<file path="src/rtl/mx44_pkg.sv">
// Shared constants and helpers for the 4x4 binary32 multiply-accumulate block.
// No dependencies.
package mx44_pkg;

  localparam int PANEL = 4;
  localparam logic [31:0] QNAN_DEFAULT = 32'hFFC00000;
  localparam logic [31:0] QUIET_BIT = 32'h00400000;
  localparam logic OP_LOAD = 1'b0;
  localparam logic OP_MAC = 1'b1;

  typedef logic [31:0] f32_t;

  function automatic logic is_nan(input f32_t x);
    return (x[30:23] == 8'hFF) && (x[22:0] != 23'd0);
  endfunction

  function automatic logic is_inf(input f32_t x);
    return (x[30:23] == 8'hFF) && (x[22:0] == 23'd0);
  endfunction

  function automatic logic is_zero(input f32_t x);
    return x[30:0] == 31'd0;
  endfunction

  function automatic logic [5:0] lzc48(input logic [47:0] v);
    logic [5:0] n;
    n = 6'd48;
    for (int i = 0; i < 48; i++) begin
      if (v[i]) n = 6'(47 - i);
    end
    return n;
  endfunction

  function automatic logic [4:0] lzc28(input logic [27:0] v);
    logic [4:0] n;
    n = 5'd28;
    for (int i = 0; i < 28; i++) begin
      if (v[i]) n = 5'(27 - i);
    end
    return n;
  endfunction

endpackage

</file>
<file path="src/rtl/mx44_fmul.sv">
// Three-stage binary32 multiplier, round to nearest even, full denormal support.
// Depends on mx44_pkg.
module mx44_fmul import mx44_pkg::*; (
  input  logic clk,
  input  logic en,
  input  f32_t a,
  input  f32_t b,
  output f32_t y
);

  logic [7:0] ea, eb, eae, ebe;
  logic [23:0] ma, mb;
  logic sgn;
  logic spec_c;
  f32_t spec_val_c;

  logic s1_sgn, s1_spec;
  f32_t s1_spec_val;
  logic [47:0] s1_prod;
  logic signed [10:0] s1_base;

  logic s2_sgn, s2_spec;
  f32_t s2_spec_val;
  logic [47:0] s2_prod;
  logic [5:0] s2_lsh, s2_rsh;
  logic signed [10:0] s2_exp;

  logic [5:0] lz;
  logic signed [10:0] bm1, rneed;
  logic [5:0] lsh_c, rsh_c;

  logic [47:0] m;
  logic [95:0] w;
  logic [47:0] mr;
  logic stk, inc, ovf;
  logic [7:0] field;
  logic [30:0] packed_v, rounded;

  always_comb begin
    ea = a[30:23];
    eb = b[30:23];
    eae = (ea == 8'd0) ? 8'd1 : ea;
    ebe = (eb == 8'd0) ? 8'd1 : eb;
    ma = {ea != 8'd0, a[22:0]};
    mb = {eb != 8'd0, b[22:0]};
    sgn = a[31] ^ b[31];
    spec_c = 1'b1;
    if (is_nan(a)) spec_val_c = a | QUIET_BIT;
    else if (is_nan(b)) spec_val_c = b | QUIET_BIT;
    else if ((is_inf(a) && is_zero(b)) || (is_zero(a) && is_inf(b))) spec_val_c = QNAN_DEFAULT;
    else if (is_inf(a) || is_inf(b)) spec_val_c = {sgn, 8'hFF, 23'd0};
    else if (is_zero(a) || is_zero(b)) spec_val_c = {sgn, 31'd0};
    else begin
      spec_c = 1'b0;
      spec_val_c = {sgn, 31'd0};
    end
  end

  always_ff @(posedge clk) begin
    if (en) begin
      s1_sgn <= sgn;
      s1_spec <= spec_c;
      s1_spec_val <= spec_val_c;
      s1_prod <= ma * mb;
      s1_base <= $signed({3'b000, eae}) + $signed({3'b000, ebe}) - 11'sd126;
    end
  end

  always_comb begin
    lz = lzc48(s1_prod);
    bm1 = s1_base - 11'sd1;
    rneed = 11'sd1 - s1_base;
    if (s1_base < 11'sd1) begin
      lsh_c = 6'd0;
      rsh_c = (rneed > 11'sd63) ? 6'd63 : rneed[5:0];
    end else begin
      rsh_c = 6'd0;
      lsh_c = ($signed({5'd0, lz}) < bm1) ? lz : bm1[5:0];
    end
  end

  always_ff @(posedge clk) begin
    if (en) begin
      s2_sgn <= s1_sgn;
      s2_spec <= s1_spec;
      s2_spec_val <= s1_spec_val;
      s2_prod <= s1_prod;
      s2_lsh <= lsh_c;
      s2_rsh <= rsh_c;
      s2_exp <= s1_base - $signed({5'd0, lsh_c});
    end
  end

  always_comb begin
    m = s2_prod << s2_lsh;
    w = {m, 48'd0} >> s2_rsh;
    mr = w[95:48];
    stk = (|mr[22:0]) | (|w[47:0]);
    field = mr[47] ? s2_exp[7:0] : 8'd0;
    ovf = mr[47] && (s2_exp >= 11'sd255);
    packed_v = {field, mr[46:24]};
    inc = mr[23] & (stk | mr[24]);
    rounded = packed_v + {30'd0, inc};
  end

  always_ff @(posedge clk) begin
    if (en) begin
      if (s2_spec) y <= s2_spec_val;
      else if (ovf) y <= {s2_sgn, 8'hFF, 23'd0};
      else y <= {s2_sgn, rounded};
    end
  end

endmodule

</file>
<file path="config.mk">
export PLATFORM = sky130hd
export DESIGN_NAME = mx44_fmul
export DESIGN_NICKNAME = d
export VERILOG_FILES = /design/src/rtl/mx44_pkg.sv /design/src/rtl/mx44_fmul.sv
export SDC_FILE = /design/constraint.sdc
export NUM_CORES = 2
export LEC_CHECK = 0
export ABC_AREA = 1
export BUFFER_PORTS_ARGS = -buffer_cell sky130_fd_sc_hd__buf_2
export CAP_MARGIN = 20
export CELL_PAD_IN_SITES_DETAIL_PLACEMENT = 0
export CELL_PAD_IN_SITES_GLOBAL_PLACEMENT = 1
export CORE_MARGIN = 2
export CORE_UTILIZATION = 53
export DETAILED_ROUTE_END_ITERATION = 6
export PLACE_DENSITY_LB_ADDON = 0.1
export SYNTH_ARGS = -nofsm -noshare
export SYNTH_HDL_FRONTEND = slang
export SYNTH_SLANG_ARGS = --single-unit
</file>
<file path="constraint.sdc">
create_clock -name clk -period 23.5 [get_ports clk]
set_input_delay 4.7 -clock clk [delete_from_list [all_inputs] [get_ports clk]]
set_output_delay 4.7 -clock clk [all_outputs]
set_load 0.03 [all_outputs]
</file>
* Word-level counts from Yosys, hierarchy flattened *
Index checks and enable logic that the tools add are counted.

storage, ports and cells
  output and inout bits = 32
  word-level logic and storage cells = 118
  bits of input ports = 66
  bits in registers = 230

cells by class
  order comparisons = 4
  shift operators = 2
  multiplexer cells = 61
  bitwise gates (word level) = 4
  eq/ne operators = 2
  multiply operators = 1
  reductions and logical operators = 24
  add/subtract/negate cells = 6

operators with widths
  cell                                                                 count
  two-way mux 6 bit                                                    50
  two-way mux 32 bit                                                   4
  right shift 96 x 6 -> 96 bit                                         1
  zero test 31 bit                                                     2
  two-way mux 31 bit                                                   2
  multiplier 24 x 24 -> 48 bit                                         1
  OR reduction 48 bit                                                  1
  left shift 48 x 6 -> 48 bit                                          1
  zero test 23 bit                                                     2
  nonzero test 23 bit                                                  2
  adder 31 x 1 -> 31 bit                                               1
  two-way mux 8 bit                                                    3
  OR reduction 23 bit                                                  1
  equality test 8 bit (second input constant)                          2
  zero test 8 bit                                                      2
  nonzero test 8 bit                                                   2
  greater-or-equal comparator 11 x 9 -> 1 bit (second input constant)  1
  greater-than comparator 11 x 7 -> 1 bit (second input constant)      1
  < comparator 11 x 2 -> 1 bit (second input constant)                 1
  < comparator 7 x 11 -> 1 bit                                         1
  subtractor 11 x 2 -> 11 bit (second input constant)                  1
  subtractor 11 x 7 -> 11 bit                                          1
  subtractor 2 x 11 -> 11 bit (first input constant)                   1
  subtractor 9 x 7 -> 10 bit (second input constant)                   1
  other kinds (10)                                                     19

* Longest topological paths before layout *
  depth after elaboration = 52
  mapped depth = 65

* Worst setup path after synthesis *
Ideal clock, no wire load.

  path type = input to register
  from = in b[3]
  to = reg s1_prod[45], data pin
  cell stages on the path = 37
  arrival = 11.547 ns
  path slack = 11.687 ns
  buffers on the path = 2
  required time = 23.235 ns
  cell sequence = clkbuf_1 > clkbuf_1 > nand2_1 > fa_1 > fa_1 > inv_1 > fa_1 > ha_1 > fa_1 > inv_1 > fa_1 > fa_1 > inv_1 > ha_1 > a21oi_1 > inv_1 > a21oi_1 > inv_1 > a21oi_1 > o21bai_1 > a21o_1 > a21oi_1 > o21ai_0 > o21a_1 > a21oi_1 > o21ai_1 > nand3_1 > nand2_1 > a21oi_1 > o21ai_1 > nand3_1 > nand2_1 > nand2_1 > nor2_1 > nor2_1 > o21ai_0 > xor2_1

between the ends
  longest elaborated chain between the ends = 1

RTL lines
  item                          line             text
  start, declared               mx44_fmul.sv:7   input f32_t b,
  multiplier 24 x 24 -> 48 bit  mx44_fmul.sv:64  s1_prod <= ma * mb;
  end signal, assigned          mx44_fmul.sv:64
  end, declared                 mx44_fmul.sv:19  logic [47:0] s1_prod;

Every way passes these cells.
A chain may end at the register's enable or synchronous reset.

* Worst setup path after layout *
Ends and elaborated chain as after synthesis.

==> summary.md <==
| Metric | Value |
|---|---|
| Status | finished clean |
| Die width | 259 µm |
| Final critical-path required period | 12.39 ns |
| Port bufs | 97 |
| H-tree Lvls | 1 |
| Register area share after synthesis | 20.0% |
| Max-capacitance violation count | 0 |
| Post-CTS Hold Fix Bufs | 0 |
| Number of global-route vias before repair | 27,800 |
| WP data arrival | 12.66 ns |
| First-pass GRT wire length | 156,000 µm |
| 1st-pass router iterations | 5 |
| # IOs | 98 |
| Overflow after GRT | 0 |
| Crit path required time | 23.77 ns |
| Hold crit path type | flop to flop |
| Clk slew on worst S/H paths | 0.06 ns |
| DP HPWL | approximately 76,000 µm |
| Clock sink total | 229 |
| Distinct cells, synth | 64 |
| Routed WL per cell | 18.9 µm |
| Layout cells sized above 1 | 4.84% |
| Via Count | 27,600 |
| Highest clock rate | between 80 and 90 MHz |
| Final Wtd Congestion | 0.939 |
| Drt first-iter violations | 1,948 |
| Fin nets | 5,098 |
| RSZ-0062 raised after global routing | no |
| Area delta synth->final | 4.72% |
| Total GRT Usage | about 30% |
| Core footprint | between 60,000 and 70,000 µm² |
| Root Driver | clkbuf_16 |
| Met2 usage | between 50% and 60% |
| Ys flop type | edfxtp_1 |
| Reg area | 6880 µm² |
| Initial antenna violation count | 1 |
| CP bufs+invs | 6 |
| Post-Syn Instances | 4,436 |
| Syn_nets | between 5,000 and 6,000 |
| Crit-path max FO | 26 |
| Slowest stage cell on the critical path | buf_2 |
| GR Util met1 | 39.8% |
| Chip height | 259 µm |
| Drt total wl | just under 100,000 µm |
| Antenna-violating nets left | 0 |
| Synth cell count leaders | nand2_1 (1,223), inv_1 (938), fa_1 (484) |
| Number of setup buffers added after CTS | 0 |
| Synth Register Bits | about 230 |
| Worst slew pin tran | 1.09 ns |
| DR vias/cell | between 5 and 6 |
| WS Path Type | input pin to flop |
| FILL cells | 6,295 |
| Resized Gates After CTS | 0 |
| Grt peak-use layer | met2 |
| Synth top area share | between 20% and 30% |
| # setup viols final | 0 |
| Rows | 93 |
| Final Slew Violations | 0 |
| Clock skew | between 0.015 and 0.02 ns |
| Met3 Track Usage GR | 2.99% |
| Mapped Area | 34,400 µm² |
| Final period util | 52.7% |
| Pin count of the biggest net entering global routing | 84 |
| CTS Buffer Depth | 3 |
| Clock Latency Late Sink | 0.55 ns |
| Setup TNS | 0 ns |
| Post-synth EDFFs | around 230 |
| Max_slew headroom | a little over a quarter |
| Die ar. | between 60,000 and 70,000 µm² |
| Critical Path Source Type | input pin |
| Crit-path max cell delay | 0.52 ns |
| Post-synth top area cell | fa_1 |
| Final Hold Vio Count | 0 |
| Largest delay share family, worst path | adder cells |
| Starting density of the core | 53.5% |
| Synth top area cells | fa_1 (28%), edfxtp_1 (20%), nand2_1 (13%) |
| ANT cells | 0 |
| Area taken by multi-input logic gates | 22,900 µm² |
| Count leader, synth | nand2_1 |
| Yosys warnings | 0 |
| Element type at the critical path end | flop |
| Inserted Clock Buffers | 23 |
| Asr flop ratio synth | 0% |
| TritonCTS clock tree | done |
| Place WS | around 11 ns |
| DRC viols | 0 |
| Final worst slack | around 11 ns |
| Avg Synthesized Cell Area | 7.75 µm² |
## layer usage
layer  up-vias  wire (µm)  share of wire [%]
li1      13300          -                  -
met1     13400      42000                 43
met2       760      49000                 50
met3       118       5160                5.2
met4         2       2370                2.4
met5         -         12              0.012
## per-stage QoR
step	util (%)	cell area, µm²	hold slack (ns)	cells
after global routing	56.0	36000	0.424	5213
after CTS	55.9	35900	0.410	5211
after detailed placement	54.8	35200	0.405	5171
after global placement	54.8	35200	0.401	5171
final	56.0	36000	0.410	5213
after floorplan	-	34400	0.400	4436
## flip-flops by register name, indices dropped and copies added, names as in the netlist, 6 cells and up
name and count:
s1_spec_val 32, s2_prod 48, s2_exp 11, s1_base 10
y 32, s2_rsh 6, s1_prod 48, s2_lsh 6
s2_spec_val 32
## worst paths after layout
| path | start | slack, ns | cells past startpoint | to |
|---|---|---|---|---|
| setup / recovery | b[3] | 11.11 | 36 | s1_prod[45]$_DFFE_PP_ |
| setup reg to reg | s2_lsh[0]$_DFFE_PP_ | 17.39 | 30 | y[28]$_DFFE_PP_ |
| hold / removal | s1_spec_val[12]$_DFFE_PP_ | 0.41 | 0 | s2_spec_val[12]$_DFFE_PP_ |
| hold reg to reg | s1_spec_val[12]$_DFFE_PP_ | 0.41 | 0 | s2_spec_val[12]$_DFFE_PP_ |
## kinds of logic (layout without fill, tap and decap cells)
group | Yosys count | in the layout | synth area share [%]
AOI/OAI and AO/OA | 496 | 496 | 7.99
xor gates and xnor gates | 77 | 77 | 1.96
adders and majority gates | 689 | 689 | 35.7
buffers and inverters | 1207 | 1129 | 13.4
DFF | 229 | 229 | 20.0
muxes | 26 | 26 | 0.764
and+or+nand+nor | 1712 | 1712 | 20.2
## layout make-up
type / count / area share (%)
repair buffers: 136 / 2.30
well taps: 855 / 2.97
multi-input cells: 3000 / 63.6
clock inverters: 13 / 0.455
clock buffers: 27 / 1.64
flip-flops and latches: 229 / 19.1
inverters: 953 / 9.94
## cells in the final DEF, fill, tap and decap left out, types with 6 or more instances in the layout
| cell | instances |
|---|---|
| edfxtp_1 | 229 |
| or2_2 | 7 |
| nand3_1 | 136 |
| nor3_1 | 24 |
| o21ai_0 | 177 |
| nand4_1 | 40 |
| a21oi_1 | 93 |
| fa_1 | 484 |
| ha_1 | 205 |
| clkbuf_16 | 23 |
| o21ai_1 | 127 |
| nand2_1 | 1223 |
| xnor2_1 | 19 |
| nor4_1 | 19 |
| o211ai_1 | 20 |
| clkinv_1 | 8 |
| o22ai_1 | 8 |
| a31oi_1 | 28 |
| buf_2 | 96 |
| inv_2 | 10 |
| nor2_1 | 230 |
| xor2_1 | 58 |
| inv_1 | 938 |
| mux2i_1 | 24 |
| o31ai_1 | 6 |
| or2_1 | 8 |
| buf_4 | 37 |
Power is left out: the tool's default activity adds up to more than one toggle a clock period on the data nets, which glitch-free logic cannot reach.
