### config.mk
export PLATFORM = sky130hd
export DESIGN_NAME = mx44_fadd
export DESIGN_NICKNAME = d
export VERILOG_FILES = /design/src/rtl/mx44_pkg.sv /design/src/rtl/mx44_fadd.sv
export SDC_FILE = /design/constraint.sdc
export NUM_CORES = 1
export LEC_CHECK = 0
export ABC_AREA = 1
export BUFFER_PORTS_ARGS = -buffer_cell sky130_fd_sc_hd__buf_2
export CORE_ASPECT_RATIO = 1.4
export CORE_MARGIN = 3
export CORE_UTILIZATION = 30
export CTS_BUF_LIST = sky130_fd_sc_hd__clkbuf_4 sky130_fd_sc_hd__clkbuf_8
export DETAILED_ROUTE_END_ITERATION = 8
export GPL_TIMING_DRIVEN = 0
export SYNTH_ARGS = -nofsm -noshare
export SYNTH_HDL_FRONTEND = slang
export SYNTH_SLANG_ARGS = --single-unit
### constraint.sdc
create_clock -name clk -period 17.05 [get_ports clk]
set_input_delay 0.8525 -clock clk [delete_from_list [all_inputs] [get_ports clk]]
set_output_delay 0.8525 -clock clk [all_outputs]
set_load 0.1 [all_outputs]
### src/rtl/mx44_pkg.sv
// Shared constants and helpers for the 4x4 binary32 multiply-accumulate block.
// No dependencies.
package mx44_pkg;

  localparam int PANEL = 4;
  localparam logic [31:0] QNAN_DEFAULT = 32'hFFC00000;
  localparam logic [31:0] QUIET_BIT = 32'h00400000;
  localparam logic OP_LOAD = 1'b0;
  localparam logic OP_MAC = 1'b1;

  typedef logic [31:0] f32_t;

  function automatic logic is_nan(input f32_t x);
    return (x[30:23] == 8'hFF) && (x[22:0] != 23'd0);
  endfunction

  function automatic logic is_inf(input f32_t x);
    return (x[30:23] == 8'hFF) && (x[22:0] == 23'd0);
  endfunction

  function automatic logic is_zero(input f32_t x);
    return x[30:0] == 31'd0;
  endfunction

  function automatic logic [5:0] lzc48(input logic [47:0] v);
    logic [5:0] n;
    n = 6'd48;
    for (int i = 0; i < 48; i++) begin
      if (v[i]) n = 6'(47 - i);
    end
    return n;
  endfunction

  function automatic logic [4:0] lzc28(input logic [27:0] v);
    logic [4:0] n;
    n = 5'd28;
    for (int i = 0; i < 28; i++) begin
      if (v[i]) n = 5'(27 - i);
    end
    return n;
  endfunction

endpackage

### src/rtl/mx44_fadd.sv
// Three-stage binary32 adder, round to nearest even, full denormal support.
// Depends on mx44_pkg.
module mx44_fadd import mx44_pkg::*; (
  input  logic clk,
  input  logic en,
  input  f32_t a,
  input  f32_t b,
  output f32_t y
);

  f32_t x, z;
  logic [7:0] exe, eze, diff;
  logic [4:0] dcap;
  logic [26:0] xm, zm;
  logic [53:0] wide;
  logic spec_c;
  f32_t spec_val_c;

  logic s1_sgn, s1_sub, s1_spec;
  f32_t s1_spec_val;
  logic [26:0] s1_xm, s1_zm;
  logic [7:0] s1_exe;

  logic [27:0] sum;
  logic [4:0] lz, lsh_c;

  logic s2_sgn, s2_spec, s2_zero;
  f32_t s2_spec_val;
  logic [27:0] s2_sum;
  logic [4:0] s2_lsh;
  logic [8:0] s2_exp;

  logic [27:0] m;
  logic [7:0] field;
  logic ovf, inc;
  logic [30:0] packed_v, rounded;

  always_comb begin
    if (b[30:0] > a[30:0]) begin
      x = b;
      z = a;
    end else begin
      x = a;
      z = b;
    end
    exe = (x[30:23] == 8'd0) ? 8'd1 : x[30:23];
    eze = (z[30:23] == 8'd0) ? 8'd1 : z[30:23];
    diff = exe - eze;
    dcap = (diff > 8'd31) ? 5'd31 : diff[4:0];
    xm = {x[30:23] != 8'd0, x[22:0], 3'b000};
    zm = {z[30:23] != 8'd0, z[22:0], 3'b000};
    wide = {zm, 27'd0} >> dcap;
    spec_c = 1'b1;
    if (is_nan(a)) spec_val_c = a | QUIET_BIT;
    else if (is_nan(b)) spec_val_c = b | QUIET_BIT;
    else if (is_inf(a) && is_inf(b) && (a[31] != b[31])) spec_val_c = QNAN_DEFAULT;
    else if (is_inf(a)) spec_val_c = a;
    else if (is_inf(b)) spec_val_c = b;
    else begin
      spec_c = 1'b0;
      spec_val_c = a;
    end
  end

  always_ff @(posedge clk) begin
    if (en) begin
      s1_sgn <= x[31];
      s1_sub <= x[31] ^ z[31];
      s1_spec <= spec_c;
      s1_spec_val <= spec_val_c;
      s1_xm <= xm;
      s1_zm <= {wide[53:28], wide[27] | (|wide[26:0])};
      s1_exe <= exe;
    end
  end

  always_comb begin
    sum = s1_sub ? ({1'b0, s1_xm} - {1'b0, s1_zm}) : ({1'b0, s1_xm} + {1'b0, s1_zm});
    lz = lzc28(sum);
    lsh_c = ({3'd0, lz} < s1_exe) ? lz : s1_exe[4:0];
  end

  always_ff @(posedge clk) begin
    if (en) begin
      s2_sgn <= s1_sub ? (s1_sgn & (sum != 28'd0)) : s1_sgn;
      s2_spec <= s1_spec;
      s2_spec_val <= s1_spec_val;
      s2_zero <= sum == 28'd0;
      s2_sum <= sum;
      s2_lsh <= lsh_c;
      s2_exp <= {1'b0, s1_exe} + 9'd1 - {4'd0, lsh_c};
    end
  end

  always_comb begin
    m = s2_sum << s2_lsh;
    field = m[27] ? s2_exp[7:0] : 8'd0;
    ovf = m[27] && (s2_exp >= 9'd255);
    packed_v = {field, m[26:4]};
    inc = m[3] & ((|m[2:0]) | m[4]);
    rounded = packed_v + {30'd0, inc};
  end

  always_ff @(posedge clk) begin
    if (en) begin
      if (s2_spec) y <= s2_spec_val;
      else if (s2_zero) y <= {s2_sgn, 31'd0};
      else if (ovf) y <= {s2_sgn, 8'hFF, 23'd0};
      else y <= {s2_sgn, rounded};
    end
  end

endmodule

# [Word-level counts from Yosys, hierarchy flattened]
# Index checks and enable logic that the tools add are counted.
[op_classes] bitwise_logic=5 reduce_logical=21 add_sub_neg=6 shifts=2 n_lt_le_gt_ge=4 eq_ne=3 n_mux=46
[ops] cell="two-way mux 32 bit" count=8
[ops] cell="two-way mux 5 bit" count=29
[ops] cell="two-way mux 31 bit" count=2
[ops] cell="right shift 54 x 5 -> 54 bit" count=1
[ops] cell="logical NOT 23 bit" count=2
[ops] cell="nonzero test 23 bit" count=2
[ops] cell="adder 31 x 1 -> 31 bit" count=1
[ops] cell="greater-than comparator 31 bit" count=1
[ops] cell="adder 27 x 27 -> 28 bit" count=1
[ops] cell="logical NOT 28 bit" count=1
[ops] cell="two-way mux 28 bit" count=1
[ops] cell="nonzero test 28 bit" count=1
[ops] cell="<< shifter 28 x 5 -> 28 bit" count=1
[ops] cell="subtractor 27 x 27 -> 28 bit" count=1
[ops] cell="OR reduction 27 bit" count=1
[ops] cell="two-way mux 8 bit" count=3
[ops] cell="equality test 8 bit (second input constant)" count=2
[ops] cell="logical NOT 8 bit" count=2
[ops] cell="nonzero test 8 bit" count=2
[ops] cell="adder 8 x 1 -> 9 bit (second input constant)" count=1
[ops] cell=">= comparator 9 x 8 -> 1 bit (second input constant)" count=1
[ops] cell="subtractor 9 x 5 -> 9 bit" count=1
[ops] cell="greater-than comparator 8 x 5 -> 1 bit (second input constant)" count=1
[ops] cell="< comparator 5 x 8 -> 1 bit" count=1
[ops] cell="10 further kinds" count=20
[word_totals] out_inout_bits=32 regBits=203 inputBits=66

# [Longest topological paths before layout]
[depth] ltp_word=33 mapped_depth=53 depth_no_buf=53

# [Worst setup path before layout]
# Ideal clock, no wire load.
[synth_path] kind="input -> register" start="in a[2]" end="reg s1_zm[0] (data pin)" path_slack_ns=10.894 t_arrival_ns=5.902 required_ns=16.795 path_stages=47 cell_sequence="inv_1 -> ha_1 -> a21oi_1 -> o21ai_1 -> nand3_1 -> nand2_1 -> nand2_1 -> a21oi_1 -> nor2_1 -> o21ai_1 -> nand4_1 -> nand2_1 -> nand2_1 -> clkbuf_1 -> clkbuf_1 -> clkbuf_1 -> nand2_1 -> o21ai_0 -> [11 not listed] -> nand2_1 -> inv_2 -> nand2_4 -> inv_2 -> buf_2 -> nand2_1 -> o21ai_1 -> mux2i_1 -> nand2_1 -> nand2_1 -> o21ai_1 -> nand2_1 -> nor2_1 -> nand3_1 -> nor2_1 -> nand2_1 -> nand2_1 -> nand2_1"
[synth_between] elab_chain_len=10
[synth_lines] item="from (decl)" line_no="mx44_fadd.sv:6" rtl="input f32_t a,"
[synth_lines] item="greater-than comparator 31 bit (*)" line_no="mx44_fadd.sv:39" rtl="if (b[30:0] > a[30:0]) begin"
[synth_lines] item="two-way mux 32 bit (*)" line_no="mx44_fadd.sv:39"
[synth_lines] item="logical NOT 8 bit" line_no="mx44_fadd.sv:46" rtl="exe = (x[30:23] == 8'd0) ? 8'd1 : x[30:23];"
[synth_lines] item="two-way mux 8 bit (*)" line_no="mx44_fadd.sv:46"
[synth_lines] item="via exe[4]" line_no="mx44_fadd.sv:12" rtl="logic [7:0] exe, eze, diff;"
[synth_lines] item="subtractor 8 bit (*)" line_no="mx44_fadd.sv:48" rtl="diff = exe - eze;"
[synth_lines] item="greater-than comparator 8 x 5 -> 1 bit" line_no="mx44_fadd.sv:49" rtl="dcap = (diff > 8'd31) ? 5'd31 : diff[4:0];"
[synth_lines] item="two-way mux 5 bit (*)" line_no="mx44_fadd.sv:49"
[synth_lines] item="right shift 54 x 5 -> 54 bit (*)" line_no="mx44_fadd.sv:52" rtl="wide = {zm, 27'd0} >> dcap;"
[synth_lines] item="OR reduction 27 bit" line_no="mx44_fadd.sv:72" rtl="s1_zm <= {wide[53:28], wide[27] | (|wide[26:0])};"
[synth_lines] item="OR 1 bit (*)" line_no="mx44_fadd.sv:72"
[synth_lines] item="to (signal assigned)" line_no="mx44_fadd.sv:72"
[synth_lines] item="to (decl)" line_no="mx44_fadd.sv:21" rtl="logic [26:0] s1_xm, s1_zm;"
# The timed path passes the listed nets; every way through them passes the cells marked *.
# A chain may end at the register's enable or synchronous reset.

# [Worst setup path in the final report]
[layout_path] start="in a[30]" end="reg s1_zm[0] (data pin)"
[layout_between] elab_chain_len=10
[layout_lines] item="greater-than comparator 31 bit" line_no="mx44_fadd.sv:39"
[layout_lines] item="two-way mux 32 bit (*)" line_no="mx44_fadd.sv:39"
[layout_lines] item="logical NOT 8 bit" line_no="mx44_fadd.sv:46"
[layout_lines] item="two-way mux 8 bit (*)" line_no="mx44_fadd.sv:46"
[layout_lines] item="via exe[4]" line_no="mx44_fadd.sv:12"
[layout_lines] item="subtractor 8 bit (*)" line_no="mx44_fadd.sv:48"
[layout_lines] item="greater-than comparator 8 x 5 -> 1 bit" line_no="mx44_fadd.sv:49"
[layout_lines] item="two-way mux 5 bit (*)" line_no="mx44_fadd.sv:49"
[layout_lines] item="right shift 54 x 5 -> 54 bit (*)" line_no="mx44_fadd.sv:52"
[layout_lines] item="OR reduction 27 bit" line_no="mx44_fadd.sv:72"
[layout_lines] item="OR 1 bit (*)" line_no="mx44_fadd.sv:72"
# Marked as above.

==> metrics.csv <==
metric,value,unit
P per Cell Area,114,nW/um^2
clock root cell,clkbuf_8,
"Cell Area, Synth",16100,um^2
io pins,98,
total gr overflow,0,
top_reg_cell synth,edfxtp_1,
Worst-Margin Slew,888,ps
Fin. Hold Viols,0,
HP Class,reg2reg,
f_max,0.129,GHz
RSZ-0062 raised after global routing,false,
total leakage power,8.31,nW
hold path cells,0,
Core Rows,99,
worst reg2reg setup slack,10580,ps
async set-reset flop share out of synthesis,0,%
Final setup viols,0,
Max Fanout on Critical Path,10,
DR iter-0 viols,1064,
critical path class,in2reg,
post-route setup TNS,0,ps
"Reg clk slew, reported paths",60,ps
worst r2r path cells,41,
core footprint,52500,um^2
final-layout fill cell count,5627,
DR pass1 iterations,6,
Ys Warns,0,
XOR/XNOR Fraction of Synth Area,1.53,%
max-slew violations,0,
"commonest cells after routing, fill and taps aside","nand2_1 (605), inv_1 (277), edfxtp_1 (203), o21ai_0 (165), nor2_1 (164)",
Max-Cap Viols,0,
Comb power frac,46.1,%
switching share of power,43.6,%
Period minus WS final,7730,ps
multiplexer share of the synthesized area,1.44,%
Synth Area in Adders,8.71,%
WL final,50200,um
CTS-repair resized insts,0,
hold_sp,s1_spec_val[10],
period utilization,45.3,%
Buffers on Ports,97,
largest net degree at the start of global routing,120,
compound-gate portion of the synthesized area,13.7,%
initial antenna violation count,3,
die height,280,um
CP dominant cell by count,nand2_1,
vias in the first global route,14500,
slew margin rel.,40.2,%
Worst R2R Start,s1_xm[4],
area of the multi-input gates,8510,um^2
Critical Path Start,a[30],
Psw,0.903,mW
area growth from synthesis to layout,13.2,%
register area,6100,um^2
Clock power frac,21.6,%
first-pass GRT wire length,77500,um
DP Area,17500,um^2
CTS max path bufs,3,
mean routed wirelength per cell,16.6,um
DRT antenna net count,0,
routed vias/inst,4.91,
Starting Density,30.6,%
Setup Buffers After CTS,0,
Max VDD drop,0.0430,mV
largest family of logic cells by synthesized area,simple AND/OR/NAND/NOR gates,
Worst Skew,42.8,ps
Final GP Congestion,0.963,
HPWL Detailed,41900,um
register share of total power,32.3,%
worst path arrival time,8000,ps
"most common cell after layout, fill and taps aside",nand2_1,
TritonCTS Buffers,34,
CTS tree,built,
required time of the critical path,17320,ps
startpoint types,input pin,
Die Footprint,56400,um^2
hold_buf cts,0,
Post-Syn Nets,2332,
layout cells sized above 1,10.3,%
CP max stage cell,o21ai_0,
Global Route Usage Sum,17.3,%
Post-synth EDFFs,203,
clk sink count,203,
register area share after synthesis,37.9,%
die width,202,um
DRC Markers,0,
status,"finished, final reports clean",
simple-gate portion of the synthesized area,27.6,%
clk_lat worst skew,550,ps
Yosys cell types,56,
via count,14800,
placed insts,2961,
internal power,1.17,mW
"FF+latch count, synth",203,
Nets,2466,
cell area after layout,18200,um^2
average size of a mapped cell,7.45,um^2
H-tree depth,2,
CP max stage delay,620,ps
Worst setup EP type,flop,
end of the worst register-to-register path,s2_exp[7],
final non-filler cell total,3025,
Hold EP,s2_spec_val[10],
Mapped Cells,2156,
cell type report:
class | count | area share (%)
Timing Repair Buffer | 98 | 2.88
Inverter | 291 | 6.01
Tap cell | 707 | 4.86
Antenna cell | 3 | 0.0413
Multi-Input combinational cell | 1578 | 46.8
Clock inverter | 20 | 1.04
Sequential cell | 203 | 33.5
Buffer | 84 | 1.99
Clock buffer | 41 | 2.86
kinds of logic after synthesis:
| logic type | count (synthesis) |
|---|---|
| mux | 23 |
| fa+ha+maj | 110 |
| xor+xnor | 28 |
| compound gates | 386 |
| simple gates | 1031 |
| buf+inv | 375 |
| flops | 203 |
cell usage after synthesis, types with 22 or more instances:
library cell  count  share of area (%)
o21ai_0         165                5.1
edfxtp_1        203                 38
o21ai_1          37                1.2
nor2_1          164                3.8
xor2_1           22                1.2
mux2i_1          22                1.4
ha_1            107                8.3
a21oi_1         100                3.1
nand4_1          27                1.1
nand3_1         147                4.6
inv_1           277                6.5
clkbuf_1         57                1.3
nand2_1         605                 14
metrics by stage:
stage                     hold slack (ps)  util [%]  worst slack, ps  power [mW]
final                                 416      34.6             9320        2.07
after global routing                  432      34.6             8660        2.23
after CTS                             414      34.6             9530        2.08
after detailed placement              405      33.3             8990        1.63
after global placement                404      33.2             8990        1.62
after floorplan                       400         -            10890        1.36
per-layer routing:
layer	share of wire, %	GRT usage, %	wire [um]	up-vias
met5	0.026	0	13	-
met4	4.2	7.21	2120	2
met3	3.8	1.77	1930	109
met2	53	33.5	26400	436
met1	39	19.1	19700	6804
li1	-	-	-	7493
how the worst max path moves through the flow:
stage,cells past startpoint,endpoint
floorplan,47,s1_zm[0]
global placement,42,s1_zm[0]
detailed placement,42,s1_zm[0]
CTS,42,s1_zm[0]
global route,46,s1_zm[0]
finish,41,s1_zm[0]
registers in the layout (all words and copies together), names as in the netlist, 5 cells and up:
name and cells:
s1_spec_val 32, s2_exp 9, s2_sum 28, s1_xm 24
s1_exe 8, s1_zm 27, s2_spec_val 32, y 32
s2_lsh 5
power by group through the flow:
| stage | clock [mW] | combinational [mW] | sequential (mW) |
|---|---|---|---|
| 2_1_floorplan | 0 | 0.626 | 0.733 |
| 5_1_grt | 0.483 | 1.07 | 0.676 |
| 6_report | 0.447 | 0.954 | 0.669 |
| 3_5_place_dp | 0 | 0.948 | 0.679 |
| 4_1_cts | 0.461 | 0.952 | 0.669 |
| 3_3_place_gp | 0 | 0.942 | 0.681 |
worst max-delay path: cells and delay by family:
family	cells	cell delay (ps)
buffers and inverters	9	1580
AO/OA/AOI/OAI	8	2150
adder cells (fa/ha/maj)	3	930
AND/OR/NAND/NOR	20	2330
XOR/XNOR	1	150
(Power assumes the default switching activity.)
